**config.mk**
```make
export PLATFORM = sky130hd
export DESIGN_NAME = time_of_day_relay_schedule_table
export DESIGN_NICKNAME = d
export VERILOG_FILES = /design/src/rtl/tors_pkg.sv /design/src/rtl/tors_cell.sv /design/src/rtl/time_of_day_relay_schedule_table.sv
export SDC_FILE = /design/constraint.sdc
export NUM_CORES = 1
export LEC_CHECK = 0
export CAP_MARGIN = 10
export CORE_UTILIZATION = 55
export DETAILED_ROUTE_END_ITERATION = 6
export DONT_BUFFER_PORTS = 1
export GPL_TIMING_DRIVEN = 0
export PLACE_DENSITY = 0.75
export SLEW_MARGIN = 40
export SYNTH_ARGS = -nofsm -noshare
export SYNTH_HDL_FRONTEND = slang
export SYNTH_SLANG_ARGS = --single-unit
```
**constraint.sdc**
```tcl
create_clock -name clk -period 10.7 [get_ports clk]
set_input_delay 0.535 -clock clk [delete_from_list [all_inputs] [get_ports clk]]
set_output_delay 0.535 -clock clk [all_outputs]
set_load 0.02 [all_outputs]
```
**src/rtl/tors_pkg.sv**
```systemverilog
`timescale 1ns / 1ps
// tors_pkg: shared types and constants for the time-of-day relay schedule table
// used by tors_cell, time_of_day_relay_schedule_table and tors_checker
package tors_pkg;

  // default table depth, handed to the top level parameter
  localparam int MAX_ENTRIES_DEF = 16;
  // days in a week, one mask bit each
  localparam int DAYS_PER_WEEK   = 7;

  // item kinds
  typedef enum logic [1:0] {
    KIND_TICK   = 2'd0,
    KIND_ADD    = 2'd1,
    KIND_UPDATE = 2'd2,
    KIND_DELETE = 2'd3
  } kind_t;

  // result status codes
  typedef enum logic [1:0] {
    ST_DONE      = 2'd0,
    ST_FULL      = 2'd1,
    ST_NOT_FOUND = 2'd2
  } status_t;

  // control states
  typedef enum logic {
    S_IDLE = 1'b0,
    S_SCAN = 1'b1
  } state_t;

  // one schedule entry as held in a cell
  typedef struct packed {
    logic [4:0]               hour;
    logic [5:0]               minute;
    logic                     switch_on;
    logic                     every_day;
    logic [DAYS_PER_WEEK-1:0] weekday_mask;
  } entry_t;

  // input transfer payload
  typedef struct packed {
    kind_t                    kind;
    logic [4:0]               slot_id;
    logic [4:0]               at_hour;
    logic [5:0]               at_minute;
    logic                     switch_on;
    logic                     every_day;
    logic [DAYS_PER_WEEK-1:0] weekday_mask;
    logic [2:0]               weekday;
    logic [4:0]               day_of_month;
    logic [3:0]               month_number;
    logic [11:0]              year_number;
  } in_item_t;

  // result transfer payload
  typedef struct packed {
    status_t    status;
    logic [4:0] assigned_id;
    logic       relay_on;
    logic       relay_written;
    logic [4:0] entry_count;
  } out_item_t;

  // per-cell control: load a new entry or take the neighbor's entry
  typedef struct packed {
    logic load;
    logic shift;
  } cell_ctrl_t;

endpackage

```
**src/rtl/tors_cell.sv**
```systemverilog
`timescale 1ns / 1ps
// tors_cell: one slot of the schedule chain, holds a single entry
// depends on tors_pkg for the entry and control types
module tors_cell (
  input  logic                clk,
  input  tors_pkg::cell_ctrl_t ctrl,
  input  tors_pkg::entry_t    wdata,
  input  tors_pkg::entry_t    neighbor,
  output tors_pkg::entry_t    entry_o
);
  import tors_pkg::*;

  entry_t data_r;

  // load a written entry, or take the next cell's entry on a shift
  always_ff @(posedge clk) begin
    if (ctrl.load) begin
      data_r <= wdata;
    end else if (ctrl.shift) begin
      data_r <= neighbor;
    end
  end

  assign entry_o = data_r;

endmodule

```
**src/rtl/time_of_day_relay_schedule_table.sv**
```systemverilog
`timescale 1ns / 1ps
// Time-of-day relay schedule table: usage notes
// Input channel: drive in_data and raise start; a transfer happens at a rising
// edge with start high and busy low. kind selects tick, add, update or delete.
// Result channel: out_valid is high for exactly one cycle with out_data; the
// receiver takes it at the edge that ends that cycle and cannot stall it.
// Add, update, delete and any tick that does not scan give their result in
// the cycle after the transfer and busy stays low, so one item per cycle is
// possible. A tick whose time differs from the last recorded one (and is not
// the first after reset) scans the table: the entries sit in a chain of
// MAX_ENTRIES cells that rotates one place per cycle past the compare at cell
// zero, so busy stays high until every cell has passed the compare, and the
// result follows the scan; no new item is taken while busy is high.
// Delete shifts all the later cells down together at the transfer edge.
// Reset (rst_n low, synchronous) empties the table, turns the relay off and
// forgets the last tick time; the cell contents are not cleared.
// depends on tors_pkg, instantiates tors_cell
module time_of_day_relay_schedule_table #(
  parameter int MAX_ENTRIES = tors_pkg::MAX_ENTRIES_DEF
) (
  input  logic                 clk,
  input  logic                 rst_n,
  input  logic                 start,
  output logic                 busy,
  input  tors_pkg::in_item_t   in_data,
  output logic                 out_valid,
  output tors_pkg::out_item_t  out_data
);
  import tors_pkg::*;

  localparam int CW = $clog2(MAX_ENTRIES + 1);
  localparam int IW = (MAX_ENTRIES > 1) ? $clog2(MAX_ENTRIES) : 1;
  localparam int SW = (CW > 5) ? CW : 5;

  // control and status registers
  state_t        state_r, state_nxt;
  logic [IW-1:0] step_r, step_nxt;
  logic [CW-1:0] count_r, count_nxt;
  logic          relay_r, relay_nxt;
  logic          written_r, written_nxt;
  logic          seen_r, seen_nxt;
  logic          out_valid_r, out_valid_nxt;
  out_item_t     out_r, out_nxt;
  in_item_t      tick_r;
  logic [5:0]    last_min_r;
  logic [4:0]    last_hour_r;
  logic [4:0]    last_day_r;
  logic [3:0]    last_month_r;
  logic [11:0]   last_year_r;

  // chain signals
  entry_t        cells   [MAX_ENTRIES];
  cell_ctrl_t    ctrl    [MAX_ENTRIES];
  entry_t        wr_entry;
  entry_t        head;

  logic                 accept;
  logic                 changed;
  logic                 full;
  logic                 slot_bad;
  logic [SW-1:0]        slot_w;
  logic [IW-1:0]        slot_idx;
  logic [CW-1:0]        count_inc;
  logic                 do_add, do_upd, do_del;
  logic                 scan_start, record;
  logic                 hit;
  logic [DAYS_PER_WEEK:0] day_bits;

  assign busy   = (state_r == S_SCAN);
  assign accept = start && !busy;

  // entry built from the input transfer
  assign wr_entry = '{hour: in_data.at_hour, minute: in_data.at_minute,
                      switch_on: in_data.switch_on, every_day: in_data.every_day,
                      weekday_mask: in_data.weekday_mask};

  // slot and fill checks
  assign slot_w    = SW'(in_data.slot_id);
  assign slot_bad  = (slot_w == '0) || (slot_w > SW'(count_r));
  assign slot_idx  = IW'(slot_w - SW'(1));
  assign full      = (count_r >= CW'(MAX_ENTRIES));
  assign count_inc = count_r + CW'(1);

  assign do_add = accept && (in_data.kind == KIND_ADD) && !full;
  assign do_upd = accept && (in_data.kind == KIND_UPDATE) && !slot_bad;
  assign do_del = accept && (in_data.kind == KIND_DELETE) && !slot_bad;

  // tick time compare against the last recorded tick
  assign changed = (in_data.at_minute != last_min_r) || (in_data.at_hour != last_hour_r) ||
                   (in_data.day_of_month != last_day_r) ||
                   (in_data.month_number != last_month_r) ||
                   (in_data.year_number != last_year_r);
  assign scan_start = accept && (in_data.kind == KIND_TICK) && seen_r && changed;
  assign record     = accept && (in_data.kind == KIND_TICK) && (!seen_r || changed);

  // the chain of cells, each handing its entry to the one below
  for (genvar i = 0; i < MAX_ENTRIES; i++) begin : g_cell
    assign ctrl[i].load  = (do_add && (count_r == CW'(i))) ||
                           (do_upd && (slot_idx == IW'(i)));
    assign ctrl[i].shift = busy || (do_del && (IW'(i) >= slot_idx));

    tors_cell u_cell (
      .clk      (clk),
      .ctrl     (ctrl[i]),
      .wdata    (wr_entry),
      .neighbor (cells[(i + 1) % MAX_ENTRIES]),
      .entry_o  (cells[i])
    );
  end

  // match at the head of the chain during a scan
  assign head     = cells[0];
  assign day_bits = {1'b0, head.weekday_mask};
  assign hit = busy && (CW'(step_r) < count_r) &&
               (head.hour == tick_r.at_hour) && (head.minute == tick_r.at_minute) &&
               (head.every_day || day_bits[tick_r.weekday]);

  // next state and result
  always_comb begin
    state_nxt     = state_r;
    step_nxt      = step_r;
    count_nxt     = count_r;
    relay_nxt     = relay_r;
    written_nxt   = written_r;
    out_valid_nxt = 1'b0;
    out_nxt       = out_r;
    unique case (state_r)
      S_IDLE: begin
        if (accept) begin
          out_nxt.status        = ST_DONE;
          out_nxt.assigned_id   = '0;
          out_nxt.relay_on      = relay_r;
          out_nxt.relay_written = 1'b0;
          out_valid_nxt         = 1'b1;
          unique case (in_data.kind)
            KIND_TICK: begin
              if (scan_start) begin
                state_nxt     = S_SCAN;
                step_nxt      = '0;
                written_nxt   = 1'b0;
                out_valid_nxt = 1'b0;
              end
            end
            KIND_ADD: begin
              if (full) begin
                out_nxt.status = ST_FULL;
              end else begin
                count_nxt           = count_inc;
                out_nxt.assigned_id = 5'(count_inc);
              end
            end
            KIND_UPDATE: begin
              if (slot_bad) begin
                out_nxt.status = ST_NOT_FOUND;
              end
            end
            KIND_DELETE: begin
              if (slot_bad) begin
                out_nxt.status = ST_NOT_FOUND;
              end else begin
                count_nxt = count_r - CW'(1);
              end
            end
            default: begin
              out_nxt.status = ST_DONE;
            end
          endcase
          out_nxt.entry_count = 5'(count_nxt);
        end
      end
      S_SCAN: begin
        if (hit) begin
          relay_nxt   = head.switch_on;
          written_nxt = 1'b1;
        end
        step_nxt = step_r + IW'(1);
        if (step_r == IW'(MAX_ENTRIES - 1)) begin
          state_nxt             = S_IDLE;
          out_valid_nxt         = 1'b1;
          out_nxt.status        = ST_DONE;
          out_nxt.assigned_id   = '0;
          out_nxt.relay_on      = relay_nxt;
          out_nxt.relay_written = written_nxt;
          out_nxt.entry_count   = 5'(count_r);
        end
      end
      default: begin
        state_nxt = S_IDLE;
      end
    endcase
    seen_nxt = seen_r || record;
  end

  // control registers
  always_ff @(posedge clk) begin
    if (!rst_n) begin
      state_r     <= S_IDLE;
      step_r      <= '0;
      count_r     <= '0;
      relay_r     <= 1'b0;
      written_r   <= 1'b0;
      seen_r      <= 1'b0;
      out_valid_r <= 1'b0;
      last_min_r   <= '0;
      last_hour_r  <= '0;
      last_day_r   <= '0;
      last_month_r <= '0;
      last_year_r  <= '0;
    end else begin
      state_r     <= state_nxt;
      step_r      <= step_nxt;
      count_r     <= count_nxt;
      relay_r     <= relay_nxt;
      written_r   <= written_nxt;
      seen_r      <= seen_nxt;
      out_valid_r <= out_valid_nxt;
      if (record) begin
        last_min_r   <= in_data.at_minute;
        last_hour_r  <= in_data.at_hour;
        last_day_r   <= in_data.day_of_month;
        last_month_r <= in_data.month_number;
        last_year_r  <= in_data.year_number;
      end
    end
  end

  // payload registers
  always_ff @(posedge clk) begin
    out_r <= out_nxt;
    if (scan_start) begin
      tick_r <= in_data;
    end
  end

  assign out_valid = out_valid_r;
  assign out_data  = out_r;

endmodule

```
==> flow_metrics.env, run 1 <==
export IMPL_crit_top_cell="buf_2"
export IMPL_first_pass_iters=5
export IMPL_fin_total_pwr_mw=3.42
export IMPL_grt_pass1_vias=9873
export IMPL_synth_edf_count=348
export IMPL_postCtsSetupBuffers=0
export IMPL_slew_headroom_pct=42.4
export IMPL_cp_slowest_cell="dfxtp_1"
export IMPL_synth_simple_gate_area_share_pct=4.67
export IMPL_worstSetupPathType="reg2reg"
export IMPL_ys_seq_elements=394
export IMPL_final_nets=1289
export IMPL_fin_setup_tns_ns=0
export IMPL_area_growth_pct=12.0
export IMPL_drt_iter0_markers=884
export IMPL_die_h_um=184
export IMPL_numPortBuffers=0
export IMPL_max_freq_mhz=263
export IMPL_crit_path_max_incr_delay_ns=0.54
export IMPL_die_w_um=184
export IMPL_max_cap_violations=0
export IMPL_ys_warn_count=0
export IMPL_post_route_period_util_pct=35.6
export IMPL_finish_utilization_pct=62.5
export IMPL_syn_num_nets=1235
export IMPL_required_ns=10.94
export IMPL_p_sw_share_pct=21.9
export IMPL_maxSlewViolCount=0
export IMPL_synthAdderAreaFrac_pct=1.31
export IMPL_synth_top_family_by_area="multiplexers"
export IMPL_p_int_mw=2.68
export IMPL_post_dp_hpwl_um=27900
export IMPL_gp_congestion=0.931
export IMPL_die_area_um2=33800
export IMPL_place_ws_ns=6.89
export IMPL_clkTransAtPathRegs_ns=0.06
export IMPL_worst_slack_ns=6.89
export IMPL_place_area_um2=18900
export IMPL_cts_buffers=43
export IMPL_min_path_type="in2reg"
export IMPL_vias=9903
export IMPL_cts_tree="yes"
export IMPL_layout_drive_gt1_share_pct=34.7
export IMPL_startpoint_type="flip-flop"
export IMPL_finClkSkew_ns=0.0176
export IMPL_grt_max_degree=21
export IMPL_antenna_found_initial=1
export IMPL_yosysSeqAreaShare_pct=62.6
export IMPL_insertedDiodeCount=0
export IMPL_grt_pass1_wl_um=60800
export IMPL_hold_viol_final=0
export IMPL_power_frac_comb_pct=5.3
export IMPL_initial_core_util_pct=55.8
export IMPL_coreArea_um2=32500
export IMPL_end_kind="flip-flop"
export IMPL_synth_xor_area_share_pct=2.69
export IMPL_rsz0062_at_grt="false"
export IMPL_power_share_clock_pct=44.2
export IMPL_drtAntennaViolNets=0
export IMPL_grt_remaining_overflow=0
export IMPL_synth_compound_area_share_pct=3.28
export IMPL_crit_path_cell_trace="inv_1 -> ha_1 -> nand2b_1 -> a21oi_1 -> o21ai_4 -> nand3_2 -> o31a_1 -> buf_4 -> o211ai_1 -> buf_2 -> buf_2 -> buf_2"
export IMPL_drc=0
export IMPL_htree_num_levels=2
export IMPL_wirelength_um=40200
export IMPL_clock_latency_ns=0.56
export IMPL_final_area_um2=20300
export IMPL_vdd_ir_drop_worst_mv=0.142
export IMPL_clk_root_buffer_cell="clkbuf_16"
export IMPL_setup_viol=0
export IMPL_worstPathMaxFanout=10
export IMPL_p_sw_uw=749
export IMPL_power_density_nw_per_um2=168
export IMPL_wl_per_cell_um=23.7
export IMPL_vias_per_cell=5.85
export IMPL_grt_usage_pct=24.3
export IMPL_netlist_area_um2=18200
export IMPL_tightest_slew_ns=0.864
export IMPL_status="finished, final reports clean"
export IMPL_hold_buffers=0
export IMPL_clk_path_buf_depth=3
export IMPL_core_rowCount=66
export IMPL_pwr_share_seq_pct=50.5
export IMPL_cts_resized=0
export IMPL_synth_cell_types=70
export IMPL_synthMuxAreaShare_pct=22.4
export IMPL_syn_inst=1162
export IMPL_avgSynthCellArea_um2=15.6
export IMPL_fin_crit_ns=3.81
export IMPL_yosys_most_used_dff="edfxtp_1"
export IMPL_leakage_nw=6.77
export IMPL_async_flop_share_pct=0
export IMPL_ios=70
export IMPL_cts_sinks=394
export IMPL_cp_data_arrival_time_ns=4.05
## power by group through the flow
| stage | clock network (mW) | logic [mW] | registers (mW) |
|---|---|---|---|
| final | 1.51 | 0.182 | 1.73 |
| after global routing | 1.59 | 0.196 | 1.73 |
| after floorplan | 0 | 0.127 | 1.75 |
| after CTS | 1.53 | 0.180 | 1.73 |
| after global placement | 0 | 0.171 | 1.76 |
| after detailed placement | 0 | 0.179 | 1.76 |
## layer usage
metal  routed length, um  GRT usage, %  vias to the layer above
met5                   0             0                        -
met4                1160          8.17                        0
met3                2360          4.24                       67
met2               18400          37.4                      304
met1               18200          35.1                     5008
li1                    -             -                     4524
## cells in the mapped netlist, types with 3 or more instances
cell type  number  area, um2
and3_1          6       37.5
nand3_1        19       95.1
inv_1          11       41.3
mux2_1         42        473
edfxtp_1      348      10500
nand2_2         4       25.0
o211ai_1        3       22.5
xnor2_1        40        350
nor2_1         48        180
or3_1          11       68.8
dfxtp_1        46        921
nor4_1          5       31.3
buf_6           8       90.1
nand4_1        13       81.3
ha_1           19        238
a21oi_1        10       50.1
buf_2           4       20.0
clkbuf_1       44        165
o32ai_2         3       48.8
o22ai_2         4       50.1
mux2_4         20        300
nand2b_1        4       25.0
xor2_1          9       78.8
o21ai_0        14       70.1
nor3_1          9       45.0
mux2i_1        36        360
buf_4          30        225
mux2_2        259       2920
a211o_1         6       52.6
o22ai_1        11       68.8
a31oi_1         4       25.0
nand2_1        26       97.6
## kinds of logic (layout without fill, tap and decap cells)
group	Yosys count	after routing
AOI/OAI and AO/OA	77	77
DFF	394	394
muxes	358	358
and+or+nand+nor	162	162
xor gates and xnor gates	52	52
adders and majority gates	19	19
buffers and inverters	100	189
## final cells by class
class | instances | area [um2]
Clock inverter | 21 | 238
Timing Repair Buffer | 9 | 90.1
Sequential cell | 394 | 11400
Clock buffer | 59 | 1220
Inverter | 12 | 45.0
Fill cell | 2387 | 12200
Tap cell | 442 | 553
Buffer | 88 | 508
Multi-Input combinational cell | 668 | 6320
## registers in the layout, indices dropped and copies added, names as in the netlist
register / cells
relay_r: 1
last_day_r: 5
tick_r: 14
busy: 1
out_valid: 1
g_cell.u_cell.entry_o: 320
out_data: 14
last_min_r: 6
last_hour_r: 5
seen_r: 1
written_r: 1
last_year_r: 12
step_r: 4
count_r: 5
last_month_r: 4
## cell usage in the layout, fill, tap and decap left out, drive strengths merged, types with 2 or more instances in the layout
master / n
clkbuf: 103
nor2: 51
a31oi: 6
o21ai: 16
o32ai: 5
o22ai: 15
buf: 53
a21o: 2
xor2: 10
nand3: 21
and2: 3
dfxtp: 46
nor4: 5
nand2b: 4
edfxtp: 348
xnor2: 42
nand3b: 2
nor3: 10
inv: 13
nand4: 13
a211o: 6
mux2: 321
a21oi: 10
nand2: 30
clkinv: 15
mux2i: 36
bufinv: 4
nor2b: 3
or3: 11
and3: 6
o221ai: 2
ha: 19
o211ai: 3
## final timing paths
kind | cells past startpoint | endpoint | slack, ns | start
worst min-delay path | 0 | tick_r[36] | 0.07 | in_data[36]
worst min register to register | 2 | written_r | 0.47 | written_r
worst max register to register | 12 | g_cell[7].u_cell.entry_o[0] | 6.89 | count_r[1]
worst max-delay path | 12 | g_cell[7].u_cell.entry_o[0] | 6.89 | count_r[1]
## metrics by stage
stage	cells	hold WS [ns]
global placement	1604	0.442
global route	1693	0.0566
detailed placement	1613	0.453
floorplan	1162	0.436
CTS	1693	0.0516
finish	1693	0.0715
## worst max-delay path, delay by kind of cell (launching register included)
family,cells,cell delay [ns]
compound gates,4,1.05
buf+inv,5,1.19
simple gates,2,0.37
flops,1,0.54
fa+ha+maj,1,0.35
No activity file was read; power rests on OpenSTA's default activity.
==> inputs of run 2 (changes only) <==
--- a/config.mk
+++ b/config.mk
@@ -5,12 +5,13 @@
 export SDC_FILE = /design/constraint.sdc
 export NUM_CORES = 1
 export LEC_CHECK = 0
+export ABC_AREA = 1
 export CAP_MARGIN = 10
 export CORE_UTILIZATION = 55
 export DETAILED_ROUTE_END_ITERATION = 6
 export DONT_BUFFER_PORTS = 1
 export GPL_TIMING_DRIVEN = 0
-export PLACE_DENSITY = 0.75
+export PLACE_DENSITY = 0.78
 export SLEW_MARGIN = 40
 export SYNTH_ARGS = -nofsm -noshare
 export SYNTH_HDL_FRONTEND = slang
==> constraint.sdc (replaced) <==
create_clock -name clk -period 3.4 [get_ports clk]
set_input_delay 0.17 -clock clk [delete_from_list [all_inputs] [get_ports clk]]
set_output_delay 0.17 -clock clk [all_outputs]
set_load 0.02 [all_outputs]
==> run 2 against run 1 <==
Against the previous run:
- clock-buffer cell count fell by 6
- final cell count grew 58%
- via count up 56%
==> flow_metrics.env, run 2 <==
export IMPL_status="finished, final reports clean"
export IMPL_gp_congestion=1.02
export IMPL_async_flop_share_pct=0
export IMPL_grt_pass1_wl_um=80500
export IMPL_end_kind="flip-flop"
export IMPL_ff2ff_path_depth=16
export IMPL_most_common_layout_cells="nand2_1 (974), edfxtp_1 (348), nand3_1 (197)"
export IMPL_crit_cells=16
export IMPL_max_cap_violations=0
export IMPL_finClkSkew_ns=0.0225
export IMPL_drt_iter0_markers=2121
export IMPL_die_area_um2=35000
export IMPL_clock_latency_ns=0.54
export IMPL_min_path_type="in2reg"
export IMPL_netlist_area_leader_share_pct=55.5
export IMPL_drc=0
export IMPL_cp_data_arrival_time_ns=3.54
export IMPL_post_dp_hpwl_um=35700
export IMPL_avgSynthCellArea_um2=8.96
export IMPL_yosys_top_cells_area="edfxtp_1 (55%), nand2_1 (19%), nand3_1 (5.4%), dfxtp_1 (4.9%), nor2_1 (1.9%)"
export IMPL_yosys_area_top_type="edfxtp_1"
export IMPL_ios=70
export IMPL_max_freq_mhz=302
export IMPL_yosys_most_used_dff="edfxtp_1"
export IMPL_power_density_nw_per_um2=498
export IMPL_cts_sinks=394
export IMPL_numPortBuffers=0
export IMPL_clk_root_buffer_cell="clkbuf_16"
export IMPL_clkTransAtPathRegs_ns=0.06
export IMPL_synth_most_common_cell="nand2_1"
export IMPL_seqCellArea_um2=11400
export IMPL_maxSlewViolCount=0
export IMPL_insertedDiodeCount=0
export IMPL_wirelength_um=52600
export IMPL_crit_path_max_incr_delay_ns=0.31
export IMPL_crit_top_cell="nand2_1"
export IMPL_die_h_um=187
export IMPL_slew_headroom_pct=32.7
export IMPL_leakage_nw=9.14
export IMPL_cp_slowest_cell="dfxtp_1"
export IMPL_worstPathMaxFanout=13
export IMPL_worstSetupPathType="reg2reg"
export IMPL_fin_crit_ns=3.31
export IMPL_first_pass_iters=6
export IMPL_synth_edf_count=348
export IMPL_ys_warn_count=0
export IMPL_fin_total_pwr_mw=10.6
export IMPL_hold_depth=2
export IMPL_final_area_um2=21300
export IMPL_final_nets=2277
export IMPL_fin_setup_tns_ns=0
export IMPL_netlist_area_um2=18800
export IMPL_grt_pass1_vias=14508
export IMPL_finish_utilization_pct=63.5
export IMPL_grt_max_degree=21
export IMPL_required_ns=3.64
export IMPL_crit_buf_inv=6
export IMPL_crit_path_cell_trace="clkbuf_4 -> clkinvlp_4 -> ha_1 -> nand2_1 -> nor2_1 -> nand2_1 -> nand2_1 -> o21ai_4 -> nand2_2 -> inv_4 -> buf_6 -> nand3_2 -> nand2_1 -> inv_1 -> o21bai_4 -> buf_4"
export IMPL_clk_path_buf_depth=3
export IMPL_grt_usage_pct=30.1
export IMPL_cts_buffers=42
export IMPL_largest_reg_flops=320
export IMPL_core_rowCount=67
export IMPL_cts_tree="yes"
export IMPL_drtAntennaViolNets=0
export IMPL_die_w_um=187
export IMPL_hold_viol_final=0
export IMPL_post_route_period_util_pct=97.2
export IMPL_vias=15437
export IMPL_grt_remaining_overflow=0
export IMPL_htree_num_levels=2
export IMPL_multi_input_comb_area_um2=6530
export IMPL_startpoint_type="flip-flop"
export IMPL_place_area_um2=19500
export IMPL_yosysSeqAreaShare_pct=60.3
export IMPL_fillers=2568
export IMPL_tightest_slew_ns=1.01
export IMPL_wl_per_cell_um=19.6
export IMPL_critical_path_top_delay_family="buffers and inverters"
export IMPL_layout_drive_gt1_share_pct=9.49
export IMPL_initial_core_util_pct=56.1
export IMPL_syn_inst=2104
export IMPL_ys_seq_elements=394
export IMPL_setup_viol=0
export IMPL_syn_num_nets=2177
export IMPL_synth_cell_types=37
export IMPL_vdd_ir_drop_worst_mv=0.363
export IMPL_synthTopCellsByCount="nand2_1 (978), edfxtp_1 (348), nand3_1 (205)"
export IMPL_vias_per_cell=5.75
export IMPL_area_growth_pct=13.3
export IMPL_antenna_found_initial=0
export IMPL_final_common_cell="nand2_1"
export IMPL_rsz0062_at_grt="true"
export IMPL_coreArea_um2=33600
-- run 2: report_power, final --
part / switching, mW / internal, mW / leakage (nW) / total [mW]
logic: 0.559 / 0.243 / 4.96 / 0.802
registers: 0.0905 / 5.43 / 3.55 / 5.52
clock network: 1.88 / 2.42 / 0.629 / 4.30
-- run 2: cell type report --
type | count | area share [%]
clock buffers | 53 | 5.45
inverters | 104 | 1.88
plain buffers | 140 | 3.31
multi-input cells | 1465 | 30.6
clock inverters | 22 | 0.528
well taps | 448 | 2.63
flip-flops and latches | 394 | 53.3
repair buffers | 57 | 2.37
-- run 2: worst paths after layout --
path	from	to	slack, ns
worst min-delay path	in_data[50]	out_data[13]	0.009
worst min register to register	written_r	written_r	0.48
worst max register to register	count_r[2]	g_cell[5].u_cell.entry_o[8]	0.09
worst max-delay path	count_r[2]	g_cell[5].u_cell.entry_o[8]	0.09
-- run 2: cell families (layout without fill, tap and decap cells) --
group,after synthesis,in the layout,share of synthesized area (%)
AO/OA/AOI/OAI,84,84,2.40
XOR/XNOR,31,31,1.44
adder cells (fa/ha/maj),19,19,1.26
buffers and inverters,245,376,5.75
flip-flops,394,394,60.3
AND/OR/NAND/NOR,1331,1331,28.8
-- run 2: metrics by stage --
step | std cells | setup slack, ns | hold slack, ns
6_report | 2683 | 0.0942 | 0.00850
5_1_grt | 2683 | -0.0396 | 0.0416
3_3_place_gp | 2552 | -0.832 | 0.269
2_1_floorplan | 2104 | 0.00862 | 0.269
3_5_place_dp | 2563 | -0.505 | 0.269
4_1_cts | 2678 | 0.00509 | 0.0123
-- run 2: repair_timing --
item | CTS | global route
hold buffers | 38 | 0
setup buffers | 3 | 5
pin swaps | 2 | 2
endpoints found under the hold margin | 46 | 0
endpoints found under the setup margin | 249 | 230
gates resized for setup | 11 | 13
-- run 2: layer usage --
metal	routed length, um	global-route usage (%)	part of all wire [%]	vias to the layer above
met3	6260	5.89	12	216
met1	19600	40.2	37	7152
li1	-	-	-	7046
met5	0	0	0	-
met2	24100	48.0	46	1023
met4	2630	13.5	5.0	0
==> inputs of run 3 (changes only) <==
==> constraint.sdc (replaced) <==
create_clock -name clk -period 3.4 [get_ports clk]
set_input_delay 0.51 -clock clk [delete_from_list [all_inputs] [get_ports clk]]
set_output_delay 0.51 -clock clk [all_outputs]
set_load 0.02 [all_outputs]
==> run 3 against run 2 <==
Against the previous run:
- setup slack improved by 0.052 ns
- die area unchanged
- via count decreased by 0.90%
- critical path depth did not move
- maximum frequency up 1.6%
- routed wire length down 1.9%
- sequential power about the same
- clock power is essentially flat
- hold slack better by 0.054 ns
- sequential share of layout area increased by 0.97 points
==> flow_metrics.env, run 3 (synthesis gave the netlist of run 2 again) <==
export IMPL_vias_per_cell=5.78
export IMPL_rrSetupSlack_ns=0.15
export IMPL_p_sw_mw=2.51
export IMPL_min_path_type="in2reg"
export IMPL_maxSlewViolCount=0
export IMPL_cts_tree="yes"
export IMPL_crit_path_max_incr_delay_ns=0.31
export IMPL_clk_root_buffer_cell="clkbuf_16"
export IMPL_grt_usage_pct=29.5
export IMPL_p_sw_share_pct=23.7
export IMPL_hold_depth=0
export IMPL_drtAntennaViolNets=0
export IMPL_slew_headroom_pct=33.1
export IMPL_cts_sinks=394
export IMPL_tightest_slew_ns=1.00
export IMPL_end_kind="flip-flop"
export IMPL_coreArea_um2=33600
export IMPL_final_nets=2239
export IMPL_cp_data_arrival_time_ns=3.49
export IMPL_reg2reg_from="count_r[2]"
export IMPL_cts_buffers=42
export IMPL_max_cap_violations=0
export IMPL_clk_path_buf_depth=3
export IMPL_power_density_nw_per_um2=505
export IMPL_worstSetupPathType="reg2reg"
export IMPL_finish_utilization_pct=62.4
export IMPL_wirelength_um=51600
export IMPL_power_frac_comb_pct=7.2
export IMPL_hold_buffers=0
export IMPL_wl_per_cell_um=19.5
export IMPL_critical_path_top_delay_family="buffers and inverters"
export IMPL_layout_drive_gt1_share_pct=9.65
export IMPL_drc=0
export IMPL_final_common_cell="nand2_1"
export IMPL_grt_remaining_overflow=0
export IMPL_worstPathMaxFanout=13
export IMPL_fillers=2616
export IMPL_max_freq_mhz=307
export IMPL_gp_congestion=1.02
export IMPL_fin_crit_ns=3.25
export IMPL_grt_max_degree=21
export IMPL_required_ns=3.64
export IMPL_htree_num_levels=2
export IMPL_post_route_period_util_pct=95.7
export IMPL_grt_pass1_vias=14206
export IMPL_core_rowCount=67
export IMPL_min_from="in_data[34]"
export IMPL_first_pass_iters=6
export IMPL_vdd_ir_drop_worst_mv=0.362
export IMPL_ff2ff_path_depth=16
export IMPL_pwr_share_seq_pct=52.2
export IMPL_finClkSkew_ns=0.0253
export IMPL_final_area_um2=21000
export IMPL_post_dp_hpwl_um=35700
export IMPL_crit_path_cell_trace="clkbuf_4 -> clkinvlp_4 -> ha_1 -> nand2_1 -> nor2_1 -> nand2_1 -> nand2_1 -> o21ai_4 -> nand2_2 -> inv_4 -> buf_6 -> nand3_2 -> nand2_1 -> inv_1 -> o21bai_4 -> buf_4"
export IMPL_hold_viol_final=0
export IMPL_die_area_um2=35000
export IMPL_die_h_um=187
export IMPL_p_int_mw=8.07
export IMPL_crit_buf_inv=6
export IMPL_setup_viol=0
export IMPL_ios=70
export IMPL_largest_reg_flops=320
export IMPL_place_area_um2=19500
export IMPL_area_growth_pct=11.3
export IMPL_leakage_nw=8.98
export IMPL_startpoint_type="flip-flop"
export IMPL_clock_latency_ns=0.54
export IMPL_hold_path_end="tick_r[34]"
export IMPL_numPortBuffers=0
export IMPL_power_share_clock_pct=40.6
export IMPL_grt_pass1_wl_um=78700
export IMPL_clkTransAtPathRegs_ns=0.06
export IMPL_most_common_layout_cells="nand2_1 (974), edfxtp_1 (348), nand3_1 (197)"
export IMPL_antenna_found_initial=0
export IMPL_worst_r2r_endpoint="g_cell[5].u_cell.entry_o[8]"
export IMPL_insertedDiodeCount=0
export IMPL_drt_iter0_markers=2068
export IMPL_cp_slowest_cell="dfxtp_1"
export IMPL_status="finished, final reports clean"
export IMPL_vias=15298
export IMPL_crit_top_cell="nand2_1"
export IMPL_die_w_um=187
export IMPL_initial_core_util_pct=56.1
run 3: what timing repair did:
| item | 4_1_cts | 5_1_grt |
|---|---|---|
| pin swaps | 2 | 2 |
| gates resized for setup | 11 | 13 |
| setup endpoints to repair | 249 | 230 |
| setup buffers | 3 | 5 |
| hold endpoints to repair | 0 | 0 |
run 3: worst max-delay path by stage:
stage,from,cells after the start,to
final,count_r[2],16,g_cell[5].u_cell.entry_o[8]
after global routing,count_r[2],16,g_cell[5].u_cell.entry_o[19]
after CTS,count_r[2],16,g_cell[5].u_cell.entry_o[8]
after detailed placement,count_r[3],15,g_cell[13].u_cell.entry_o[0]
after global placement,count_r[3],13,g_cell[3].u_cell.entry_o[7]
after floorplan,count_r[3],15,g_cell[5].u_cell.entry_o[0]
run 3: per-layer routing:
metal	part of all wire (%)	routed length, um	global-route usage (%)
met5	0	0	0
met3	12	6340	5.97
met1	37	19300	39.5
met2	46	23600	46.8
met4	4.6	2370	12.9
run 3: metrics by stage:
stage | total power, mW | setup TNS, ns | setup slack, ns | hold slack (ns) | cells
2_1_floorplan | 6.08 | 0 | 0.00862 | 0.459 | 2104
6_report | 10.6 | 0 | 0.146 | 0.0621 | 2645
3_3_place_gp | 6.31 | -129.85 | -0.832 | 0.471 | 2552
5_1_grt | 10.8 | -0.468 | -0.0380 | 0.0461 | 2645
4_1_cts | 10.5 | 0 | 0.00509 | 0.0501 | 2640
3_5_place_dp | 6.34 | -66.82 | -0.505 | 0.478 | 2563
run 3: layout make-up:
type / instances / area [um2] / share of cell area (%)
clock inverter: 22 / 113 / 0.537
timing repair buffer: 19 / 125 / 0.597
clock buffer: 53 / 1160 / 5.55
inverter: 104 / 400 / 1.91
buffer: 140 / 707 / 3.37
tap: 448 / 561 / 2.67
multi-input combinational: 1465 / 6530 / 31.1
sequential: 394 / 11400 / 54.2
run 3: power by group through the flow:
| stage | combinational (mW) | sequential, mW | clock, mW |
|---|---|---|---|
| global placement | 0.692 | 5.62 | 0 |
| CTS | 0.728 | 5.52 | 4.29 |
| detailed placement | 0.721 | 5.62 | 0 |
| floorplan | 0.489 | 5.59 | 0 |
| finish | 0.762 | 5.52 | 4.29 |
| global route | 0.828 | 5.53 | 4.48 |
run 3: worst reg2reg max path, delay by kind of cell (launching register included):
| kind | cells | cell delay [ns] |
|---|---|---|
| AOI/OAI and AO/OA | 2 | 0.47 |
| adders and majority gates | 1 | 0.32 |
| buffers and inverters | 6 | 1.16 |
| DFF | 1 | 0.31 |
| and+or+nand+nor | 7 | 0.72 |
